**config.mk**
```make
export PLATFORM = sky130hd
export DESIGN_NAME = bresenham_line_pixel_stepper
export DESIGN_NICKNAME = d
export VERILOG_FILES = /design/src/rtl/bls_pkg.sv /design/src/rtl/bresenham_line_pixel_stepper.sv /design/src/rtl/bls_fifo.sv /design/src/rtl/bls_front.sv /design/src/rtl/bls_back.sv
export SDC_FILE = /design/constraint.sdc
export NUM_CORES = 1
export LEC_CHECK = 0
export BUFFER_PORTS_ARGS = -buffer_cell sky130_fd_sc_hd__buf_2
export CORE_UTILIZATION = 64
export CTS_CLUSTER_SIZE = 12
export DETAILED_ROUTE_END_ITERATION = 10
export GPL_ROUTABILITY_DRIVEN = 0
export PLACE_DENSITY = 0.82
export SETUP_SLACK_MARGIN = 0.2
export SLEW_MARGIN = 15
export SYNTH_ARGS = -nofsm -noshare
export SYNTH_HDL_FRONTEND = slang
export SYNTH_SLANG_ARGS = --single-unit
```
**constraint.sdc**
```tcl
create_clock -name clk -period 9.1 [get_ports clk]
set_input_delay 1.82 -clock clk [delete_from_list [all_inputs] [get_ports clk]]
set_output_delay 1.82 -clock clk [all_outputs]
set_load 0.01 [all_outputs]
```
**src/rtl/bls_pkg.sv**
```systemverilog
// Shared types, register indexes and constants for the Bresenham line stepper.
`timescale 1ns / 1ps

package bls_pkg;

	localparam int COORD_BITS_DEF = 12;
	localparam int QUEUE_DEPTH    = 4;
	localparam int CFG_IDX_BITS   = 2;
	localparam int CFG_DATA_BITS  = 16;
	localparam int ADDR_BITS      = 27;
	localparam int WIN_BITS       = 11;
	localparam int BPP_BITS       = 4;
	localparam int LINE_BITS      = 16;

	localparam logic [CFG_IDX_BITS-1:0] REG_LINE_BYTES = 2'd0;
	localparam logic [CFG_IDX_BITS-1:0] REG_BPP        = 2'd1;
	localparam logic [CFG_IDX_BITS-1:0] REG_WIN_WIDTH  = 2'd2;
	localparam logic [CFG_IDX_BITS-1:0] REG_WIN_HEIGHT = 2'd3;

	localparam logic [LINE_BITS-1:0] LINE_BYTES_RST = 16'd7680;
	localparam logic [BPP_BITS-1:0]  BPP_RST        = 4'd4;
	localparam logic [WIN_BITS-1:0]  WIN_WIDTH_RST  = 11'd1920;
	localparam logic [WIN_BITS-1:0]  WIN_HEIGHT_RST = 11'd1080;

	localparam logic KIND_LOAD = 1'b0;
	localparam logic KIND_STEP = 1'b1;

	typedef struct packed {
		logic [LINE_BITS-1:0] line_bytes;
		logic [BPP_BITS-1:0]  bytes_per_pixel;
		logic [WIN_BITS-1:0]  win_width;
		logic [WIN_BITS-1:0]  win_rows;
	} cfg_t;

endpackage

```
**src/rtl/bresenham_line_pixel_stepper.sv**
```systemverilog
// Bresenham line stepper top level: configuration registers, front, queue and back.
// Each result passes through the point queue, the address stage register and the output register.
// Throughput: one item per cycle while the queue is not full; the step loop closes on the front's error register.
// A four-entry point queue lets the front keep accepting while the output stalls.
// Reset: asynchronous, active low; clears the segment state to the single point (0,0),
// empties the queue and the back pipeline, and loads the register defaults.
`timescale 1ns / 1ps

module bresenham_line_pixel_stepper #(
	parameter int COORD_BITS = bls_pkg::COORD_BITS_DEF
) (
	input  logic                                 clk,
	input  logic                                 arst_n,
	input  logic                                 cfg_we,
	input  logic [bls_pkg::CFG_IDX_BITS-1:0]     cfg_index,
	input  logic [bls_pkg::CFG_DATA_BITS-1:0]    cfg_data,
	input  logic                                 in_valid,
	output logic                                 in_stall,
	input  logic                                 kind,
	input  logic signed [COORD_BITS-1:0]         start_x,
	input  logic signed [COORD_BITS-1:0]         start_y,
	input  logic signed [COORD_BITS-1:0]         end_x,
	input  logic signed [COORD_BITS-1:0]         end_y,
	output logic                                 out_valid,
	input  logic                                 out_stall,
	output logic signed [COORD_BITS-1:0]         pixel_x,
	output logic signed [COORD_BITS-1:0]         pixel_y,
	output logic                                 in_window,
	output logic [bls_pkg::ADDR_BITS-1:0]        byte_address,
	output logic                                 last
);
	import bls_pkg::*;

	localparam int PW = 2 * COORD_BITS + 1;

	cfg_t          cfg_q;
	logic          q_full, q_push, q_pop, q_not_empty;
	logic [PW-1:0] q_wdata, q_rdata;

	always_ff @(posedge clk or negedge arst_n) begin
		if (!arst_n) begin
			cfg_q.line_bytes      <= LINE_BYTES_RST;
			cfg_q.bytes_per_pixel <= BPP_RST;
			cfg_q.win_width       <= WIN_WIDTH_RST;
			cfg_q.win_rows        <= WIN_HEIGHT_RST;
		end else if (cfg_we) begin
			unique case (cfg_index)
				REG_LINE_BYTES: cfg_q.line_bytes      <= cfg_data[LINE_BITS-1:0];
				REG_BPP:        cfg_q.bytes_per_pixel <= cfg_data[BPP_BITS-1:0];
				REG_WIN_WIDTH:  cfg_q.win_width       <= cfg_data[WIN_BITS-1:0];
				REG_WIN_HEIGHT: cfg_q.win_rows        <= cfg_data[WIN_BITS-1:0];
				default:        ;
			endcase
		end
	end

	bls_front #(
		.COORD_BITS (COORD_BITS)
	) u_front (
		.clk       (clk),
		.arst_n    (arst_n),
		.in_valid  (in_valid),
		.in_stall  (in_stall),
		.kind      (kind),
		.start_x   (start_x),
		.start_y   (start_y),
		.end_x     (end_x),
		.end_y     (end_y),
		.q_full    (q_full),
		.push      (q_push),
		.push_data (q_wdata)
	);

	bls_fifo #(
		.WIDTH (PW),
		.DEPTH (QUEUE_DEPTH)
	) u_queue (
		.clk       (clk),
		.arst_n    (arst_n),
		.push      (q_push),
		.push_data (q_wdata),
		.pop       (q_pop),
		.pop_data  (q_rdata),
		.not_empty (q_not_empty),
		.full      (q_full)
	);

	bls_back #(
		.COORD_BITS (COORD_BITS)
	) u_back (
		.clk          (clk),
		.arst_n       (arst_n),
		.cfg          (cfg_q),
		.q_valid      (q_not_empty),
		.q_data       (q_rdata),
		.q_pop        (q_pop),
		.out_valid    (out_valid),
		.out_stall    (out_stall),
		.pixel_x      (pixel_x),
		.pixel_y      (pixel_y),
		.in_window    (in_window),
		.byte_address (byte_address),
		.last         (last)
	);

endmodule

```
**src/rtl/bls_fifo.sv**
```systemverilog
// Short point queue between the stepping front and the addressing back.
`timescale 1ns / 1ps

module bls_fifo #(
	parameter int WIDTH = 25,
	parameter int DEPTH = 4
) (
	input  logic             clk,
	input  logic             arst_n,
	input  logic             push,
	input  logic [WIDTH-1:0] push_data,
	input  logic             pop,
	output logic [WIDTH-1:0] pop_data,
	output logic             not_empty,
	output logic             full
);
	localparam int PW = (DEPTH > 1) ? $clog2(DEPTH) : 1;
	localparam int CW = $clog2(DEPTH + 1);

	logic [WIDTH-1:0] mem_q [DEPTH];
	logic [PW-1:0]    wr_ptr_q;
	logic [PW-1:0]    rd_ptr_q;
	logic [CW-1:0]    count_q;

	assign not_empty = (count_q != '0);
	assign full      = (count_q == CW'(DEPTH));
	assign pop_data  = mem_q[rd_ptr_q];

	always_ff @(posedge clk) begin
		if (push) begin
			mem_q[wr_ptr_q] <= push_data;
		end
	end

	always_ff @(posedge clk or negedge arst_n) begin
		if (!arst_n) begin
			wr_ptr_q <= '0;
			rd_ptr_q <= '0;
			count_q  <= '0;
		end else begin
			if (push) begin
				wr_ptr_q <= (wr_ptr_q == PW'(DEPTH - 1)) ? '0 : wr_ptr_q + PW'(1);
			end
			if (pop) begin
				rd_ptr_q <= (rd_ptr_q == PW'(DEPTH - 1)) ? '0 : rd_ptr_q + PW'(1);
			end
			if (push && !pop) begin
				count_q <= count_q + CW'(1);
			end else if (pop && !push) begin
				count_q <= count_q - CW'(1);
			end
		end
	end

endmodule

```
**src/rtl/bls_front.sv**
```systemverilog
// Front end: takes load and step items, runs the Bresenham error state, queues points.
`timescale 1ns / 1ps

module bls_front #(
	parameter int COORD_BITS = 12
) (
	input  logic                         clk,
	input  logic                         arst_n,
	input  logic                         in_valid,
	output logic                         in_stall,
	input  logic                         kind,
	input  logic signed [COORD_BITS-1:0] start_x,
	input  logic signed [COORD_BITS-1:0] start_y,
	input  logic signed [COORD_BITS-1:0] end_x,
	input  logic signed [COORD_BITS-1:0] end_y,
	input  logic                         q_full,
	output logic                         push,
	output logic [2*COORD_BITS:0]        push_data
);
	import bls_pkg::*;

	localparam int CB = COORD_BITS;
	localparam int EW = COORD_BITS + 2;

	logic signed [CB-1:0] cur_x_q, cur_y_q, goal_x_q, goal_y_q;
	logic [CB-1:0]        delta_x_q, delta_y_q;
	logic                 dir_x_neg_q, dir_y_neg_q;
	logic signed [EW-1:0] error_q;

	logic signed [CB:0]   diff_x, diff_y;
	logic [CB:0]          abs_x, abs_y;
	logic [CB-1:0]        ld_dx, ld_dy;
	logic signed [EW-1:0] ld_err;

	logic                 at_goal, take_x, take_y;
	logic signed [EW-1:0] dx_ext, dy_ext, step_err;

	logic signed [CB-1:0] nx, ny, ngx, ngy;
	logic [CB-1:0]        ndx, ndy;
	logic                 ndxn, ndyn;
	logic signed [EW-1:0] nerr;
	logic                 accept;

	assign in_stall = q_full;
	assign accept   = in_valid && !q_full;
	assign push     = accept;

	// load: absolute deltas and initial error
	always_comb begin
		diff_x = $signed({end_x[CB-1], end_x}) - $signed({start_x[CB-1], start_x});
		diff_y = $signed({end_y[CB-1], end_y}) - $signed({start_y[CB-1], start_y});
		abs_x  = diff_x[CB] ? (CB+1)'(-diff_x) : diff_x;
		abs_y  = diff_y[CB] ? (CB+1)'(-diff_y) : diff_y;
		ld_dx  = abs_x[CB-1:0];
		ld_dy  = abs_y[CB-1:0];
		if (ld_dx > ld_dy) begin
			ld_err = $signed({3'b000, ld_dx[CB-1:1]});
		end else begin
			ld_err = -$signed({3'b000, ld_dy[CB-1:1]});
		end
	end

	// step: both error tests look at the error before either update
	always_comb begin
		at_goal  = (cur_x_q == goal_x_q) && (cur_y_q == goal_y_q);
		dx_ext   = $signed({2'b00, delta_x_q});
		dy_ext   = $signed({2'b00, delta_y_q});
		take_x   = error_q > -dx_ext;
		take_y   = error_q < dy_ext;
		step_err = error_q - (take_x ? dy_ext : '0) + (take_y ? dx_ext : '0);
	end

	always_comb begin
		nx   = cur_x_q;
		ny   = cur_y_q;
		ngx  = goal_x_q;
		ngy  = goal_y_q;
		ndx  = delta_x_q;
		ndy  = delta_y_q;
		ndxn = dir_x_neg_q;
		ndyn = dir_y_neg_q;
		nerr = error_q;
		if (kind == KIND_LOAD) begin
			nx   = start_x;
			ny   = start_y;
			ngx  = end_x;
			ngy  = end_y;
			ndx  = ld_dx;
			ndy  = ld_dy;
			ndxn = !(start_x < end_x);
			ndyn = !(start_y < end_y);
			nerr = ld_err;
		end else if (!at_goal) begin
			nerr = step_err;
			if (take_x) begin
				nx = dir_x_neg_q ? cur_x_q - CB'(1) : cur_x_q + CB'(1);
			end
			if (take_y) begin
				ny = dir_y_neg_q ? cur_y_q - CB'(1) : cur_y_q + CB'(1);
			end
		end
	end

	assign push_data = {((nx == ngx) && (ny == ngy)), ny, nx};

	always_ff @(posedge clk or negedge arst_n) begin
		if (!arst_n) begin
			cur_x_q     <= '0;
			cur_y_q     <= '0;
			goal_x_q    <= '0;
			goal_y_q    <= '0;
			delta_x_q   <= '0;
			delta_y_q   <= '0;
			dir_x_neg_q <= 1'b0;
			dir_y_neg_q <= 1'b0;
			error_q     <= '0;
		end else if (accept) begin
			cur_x_q     <= nx;
			cur_y_q     <= ny;
			goal_x_q    <= ngx;
			goal_y_q    <= ngy;
			delta_x_q   <= ndx;
			delta_y_q   <= ndy;
			dir_x_neg_q <= ndxn;
			dir_y_neg_q <= ndyn;
			error_q     <= nerr;
		end
	end

endmodule

```
**src/rtl/bls_back.sv**
```systemverilog
// Back end: window test and frame-buffer address for each queued point.
`timescale 1ns / 1ps

module bls_back #(
	parameter int COORD_BITS = 12
) (
	input  logic                                 clk,
	input  logic                                 arst_n,
	input  bls_pkg::cfg_t                        cfg,
	input  logic                                 q_valid,
	input  logic [2*COORD_BITS:0]                q_data,
	output logic                                 q_pop,
	output logic                                 out_valid,
	input  logic                                 out_stall,
	output logic signed [COORD_BITS-1:0]         pixel_x,
	output logic signed [COORD_BITS-1:0]         pixel_y,
	output logic                                 in_window,
	output logic [bls_pkg::ADDR_BITS-1:0]        byte_address,
	output logic                                 last
);
	import bls_pkg::*;

	localparam int CB = COORD_BITS;
	localparam int CW = ((CB > WIN_BITS) ? CB : WIN_BITS) + 2;
	localparam int XW = BPP_BITS + WIN_BITS;

	logic [CB-1:0]        hx, hy;
	logic                 hlast;
	logic signed [CW-1:0] sx, sy, ww, wh;
	logic [WIN_BITS-1:0]  ux, uy;
	logic                 win_hit;

	logic                 vld_s1;
	logic [CB-1:0]        x_s1, y_s1;
	logic                 last_s1, inside_s1;
	logic [ADDR_BITS-1:0] ymul_s1;
	logic [XW-1:0]        xmul_s1;

	logic                 out_valid_q;
	logic                 rdy_out, rdy_s1;

	assign {hlast, hy, hx} = q_data;

	always_comb begin
		sx      = $signed({{(CW-CB){hx[CB-1]}}, hx});
		sy      = $signed({{(CW-CB){hy[CB-1]}}, hy});
		ww      = $signed({{(CW-WIN_BITS){1'b0}}, cfg.win_width});
		wh      = $signed({{(CW-WIN_BITS){1'b0}}, cfg.win_rows});
		win_hit = (sx > 0) && (sy > 0) && (sx < ww) && (sy < wh);
		// inside the window both coordinates fit the window width
		ux      = sx[WIN_BITS-1:0];
		uy      = sy[WIN_BITS-1:0];
	end

	assign rdy_out   = !out_valid_q || !out_stall;
	assign rdy_s1    = !vld_s1 || rdy_out;
	assign q_pop     = q_valid && rdy_s1;
	assign out_valid = out_valid_q;

	always_ff @(posedge clk or negedge arst_n) begin
		if (!arst_n) begin
			vld_s1      <= 1'b0;
			out_valid_q <= 1'b0;
		end else begin
			if (rdy_s1) begin
				vld_s1 <= q_valid;
			end
			if (rdy_out) begin
				out_valid_q <= vld_s1;
			end
		end
	end

	always_ff @(posedge clk) begin
		if (q_pop) begin
			x_s1      <= hx;
			y_s1      <= hy;
			last_s1   <= hlast;
			inside_s1 <= win_hit;
			ymul_s1   <= {{(ADDR_BITS-WIN_BITS){1'b0}}, uy} *
			             {{(ADDR_BITS-LINE_BITS){1'b0}}, cfg.line_bytes};
			xmul_s1   <= {{BPP_BITS{1'b0}}, ux} * {{WIN_BITS{1'b0}}, cfg.bytes_per_pixel};
		end
		if (rdy_out && vld_s1) begin
			pixel_x      <= x_s1;
			pixel_y      <= y_s1;
			last         <= last_s1;
			in_window    <= inside_s1;
			// drop the address for points outside the window
			byte_address <= inside_s1 ?
			                ymul_s1 + {{(ADDR_BITS-XW){1'b0}}, xmul_s1} : '0;
		end
	end

endmodule
```
==> results_dict.tcl <==
set metrics [dict create \
    worstSetupPathType "reg -> reg" \
    path_buf_inv 1 \
    grt_pass1_wl_um 115000 \
    holdPathStages 0 \
    finalNetCount 3335 \
    postCtsResizedCells 0 \
    fp.coreArea_mm2 0.0433 \
    ys_types 91 \
    start_util_pct 65.1 \
    remaining_drc_errors 0 \
    crit_fanout 15 \
    area_growth_pct 9.39 \
    routed_wl_um 70900 \
    cap_violations 0 \
    cts_tree "yes" \
    yosysWarnings 0 \
    crit_path_top_delay_cell "a2111oi_4" \
    post_cts_buffers 0 \
    finClkSkew_ns 0.0255 \
    tightest_slew_ns 1.05 \
    routedWlPerCell_um 20.3 \
    hold_class "reg -> reg" \
    grt_usage_pct 32.9 \
    vias_per_cell 6.18 \
    cp.depth 24 \
    htree_num_levels 2 \
    antenna_found_initial 3 \
    hold_viol 0 \
    synth-async-reset-ratio_pct 38.6 \
    synthCells 2774 \
    overflow 0 \
    clk_path_buf_depth 3 \
    route.vias.total 21600 \
    drive_gt1_share_pct 12.0 \
    critical_path_arrival_ns 8.18 \
    die-area_mm2 0.0448 \
    critPathMostFrequentCell "o21ai_0" \
    finalSetupViolCount 0 \
    drt_iter0_drc 2096 \
    die_y_um 212 \
    syn_area_mm2 0.0281 \
    mostFrequentLayoutCells "nand2_1, inv_1, ha_1" \
    start_kind "flop" \
    grt_pass1_vias 21900 \
    synth_edf_count 221 \
    fin_setup_tns_ns 0 \
    rsz0062_at_grt "no" \
    cp_cell_sequence "or3_1 -> nor3_1 -> or3b_2 -> o31ai_1 -> o21ai_0 -> ha_1 -> a21oi_1 -> o21ai_0 -> a2111oi_4 -> or2_2 -> nor2_1 -> fa_1 -> inv_1 -> ha_1 -> a21o_1 -> a21oi_1 -> o21ai_0 -> o41ai_1 -> o21ai_0 -> o41ai_1 -> o21ai_0 -> xnor2_1 -> nand3_1 -> o211ai_1" \
    ff2ff_path_depth 24 \
    grt_max_degree 84 \
    cpPeakStageDelay_ns 0.77 \
    die_x_um 212 \
    ys.flop_type "edfxtp_1" \
    finalCritPeriodShare_pct 85.3 \
    synth_seq_cells 360 \
    slew_viol_final 0 \
    io_pins 127 \
    worstPathRequired_ns 9.52 \
    syn-num-nets 3234 \
    final_common_cell "nand2_1" \
    root_buffer "clkbuf_16" \
    seq_area_frac_synth_pct 36.0 \
    io_buffer_count 126 \
    clk_pin_slew_worst_paths_ns 0.06 \
    antenna_left 0 \
    ctsHoldBuffers 0 \
    insertion_delay_ns 0.59 \
    rows 76 \
    fmax_ghz 0.129 \
    cts_sinks 360 \
    status "complete, no violations" \
    slew_headroom_pct 29.8 \
    cts_buffers 42 \
    crit_path_end_kind "flop" \
    hpwl_um 53500 \
    cp_top_family "compound AO/OA/AOI/OAI gates" \
    syn_avg_cell_area_um2 10.1 \
    timing.final.crit_period_ns 7.77 \
    dr.pass1.iters 6 \
]
-- worst register-to-register path, delay by kind of cell (launching register included) --
kind | cells | cell delay [ns]
AOI/OAI and AO/OA | 13 | 3.67
xor gates and xnor gates | 1 | 0.17
adders and majority gates | 3 | 1.17
buffers and inverters | 1 | 0.06
DFF | 1 | 0.43
and+or+nand+nor | 6 | 2.10
-- metal layers --
layer,vias up,share of wire (%),global-route usage [%]
li1,9791,-,-
met1,10500,38,40.8
met4,2,5.5,17.4
met5,-,0.018,0
met2,1031,48,55.1
met3,268,8.3,5.99
-- flip-flops by register name, indices dropped and copies added (netlist names), 2 cells and up --
signal               flops
u_queue.mem_q          100
cfg_q                   42
u_back.byte_address     27
u_back.ymul_s1          27
u_back.xmul_s1          15
u_front.error_q         14
u_back.pixel_x          12
u_back.pixel_y          12
u_back.x_s1             12
u_back.y_s1             12
u_front.cur_x_q         12
u_front.cur_y_q         12
u_front.delta_x_q       12
u_front.delta_y_q       12
u_front.goal_x_q        12
u_front.goal_y_q        12
u_queue.count_q          3
u_queue.rd_ptr_q         2
u_queue.wr_ptr_q         2
-- synth_stat cells (62+ instances only) --
cell | count | area, um^2
ha_1 | 227 | 2840
clkbuf_1 | 75 | 282
a21oi_1 | 91 | 455
dfrtp_1 | 126 | 3150
and2_1 | 145 | 907
inv_1 | 334 | 1250
fa_1 | 161 | 3220
edfxtp_1 | 221 | 6640
nor2_1 | 106 | 398
o21ai_0 | 91 | 455
xnor2_1 | 99 | 867
xor2_1 | 62 | 543
nand2_1 | 344 | 1290
-- kinds of logic (layout without fill, tap and decap cells) --
| family | Yosys count | after routing | synth area share, % |
|---|---|---|---|
| and+or+nand+nor | 893 | 893 | 15.7 |
| AOI/OAI and AO/OA | 439 | 439 | 10.7 |
| buffers and inverters | 423 | 558 | 5.71 |
| adders and majority gates | 388 | 388 | 21.5 |
| DFF | 360 | 360 | 36.0 |
| xor gates and xnor gates | 163 | 163 | 5.15 |
| muxes | 108 | 108 | 5.19 |
| other | 0 | 4 | 0 |
-- cell type report --
class	count	area [um^2]
multi-input cells	1991	16500
diodes	4	10.0
clock buffers	58	1190
well taps	585	732
fillers	3018	12500
inverters	336	1260
clock inverters	20	223
repair buffers	144	774
flip-flops and latches	360	10100
-- worst paths after layout --
| kind | startpoint | end | slack, ns |
|---|---|---|---|
| max | u_front.delta_x_q[3]$_DFFE_PN0P_ | u_front.error_q[13]$_DFFE_PN0P_ | 1.33 |
| max reg2reg | u_front.delta_x_q[3]$_DFFE_PN0P_ | u_front.error_q[13]$_DFFE_PN0P_ | 1.33 |
| min in group asynchronous | arst_n | u_front.error_q[12]$_DFFE_PN0P_ | 1.30 |
| max in group asynchronous | arst_n | u_queue.rd_ptr_q[1]$_DFFE_PN0P_ | 6.38 |
| min | u_back.x_s1[3]$_DFFE_PP_ | u_back.pixel_x[3]$_DFFE_PP_ | 0.42 |
| min reg2reg | u_back.x_s1[3]$_DFFE_PP_ | u_back.pixel_x[3]$_DFFE_PP_ | 0.42 |
-- per-stage QoR --
step / setup slack, ns / cells / instance area [um^2] / utilization (%) / hold WS, ns
final: 1.33 / 3498 / 30800 / 71.2 / 0.424
after global routing: 0.966 / 3494 / 30800 / 71.1 / 0.425
after CTS: 1.47 / 3494 / 30800 / 71.1 / 0.424
after detailed placement: 1.50 / 3416 / 29400 / 67.9 / 0.408
after global placement: 1.78 / 3416 / 29400 / 67.9 / 0.401
after floorplan: 1.96 / 2774 / 28100 / - / 0.400
Power is not shown: default switching activity piles up to over one toggle a cycle in this logic, so the estimate is an artifact.
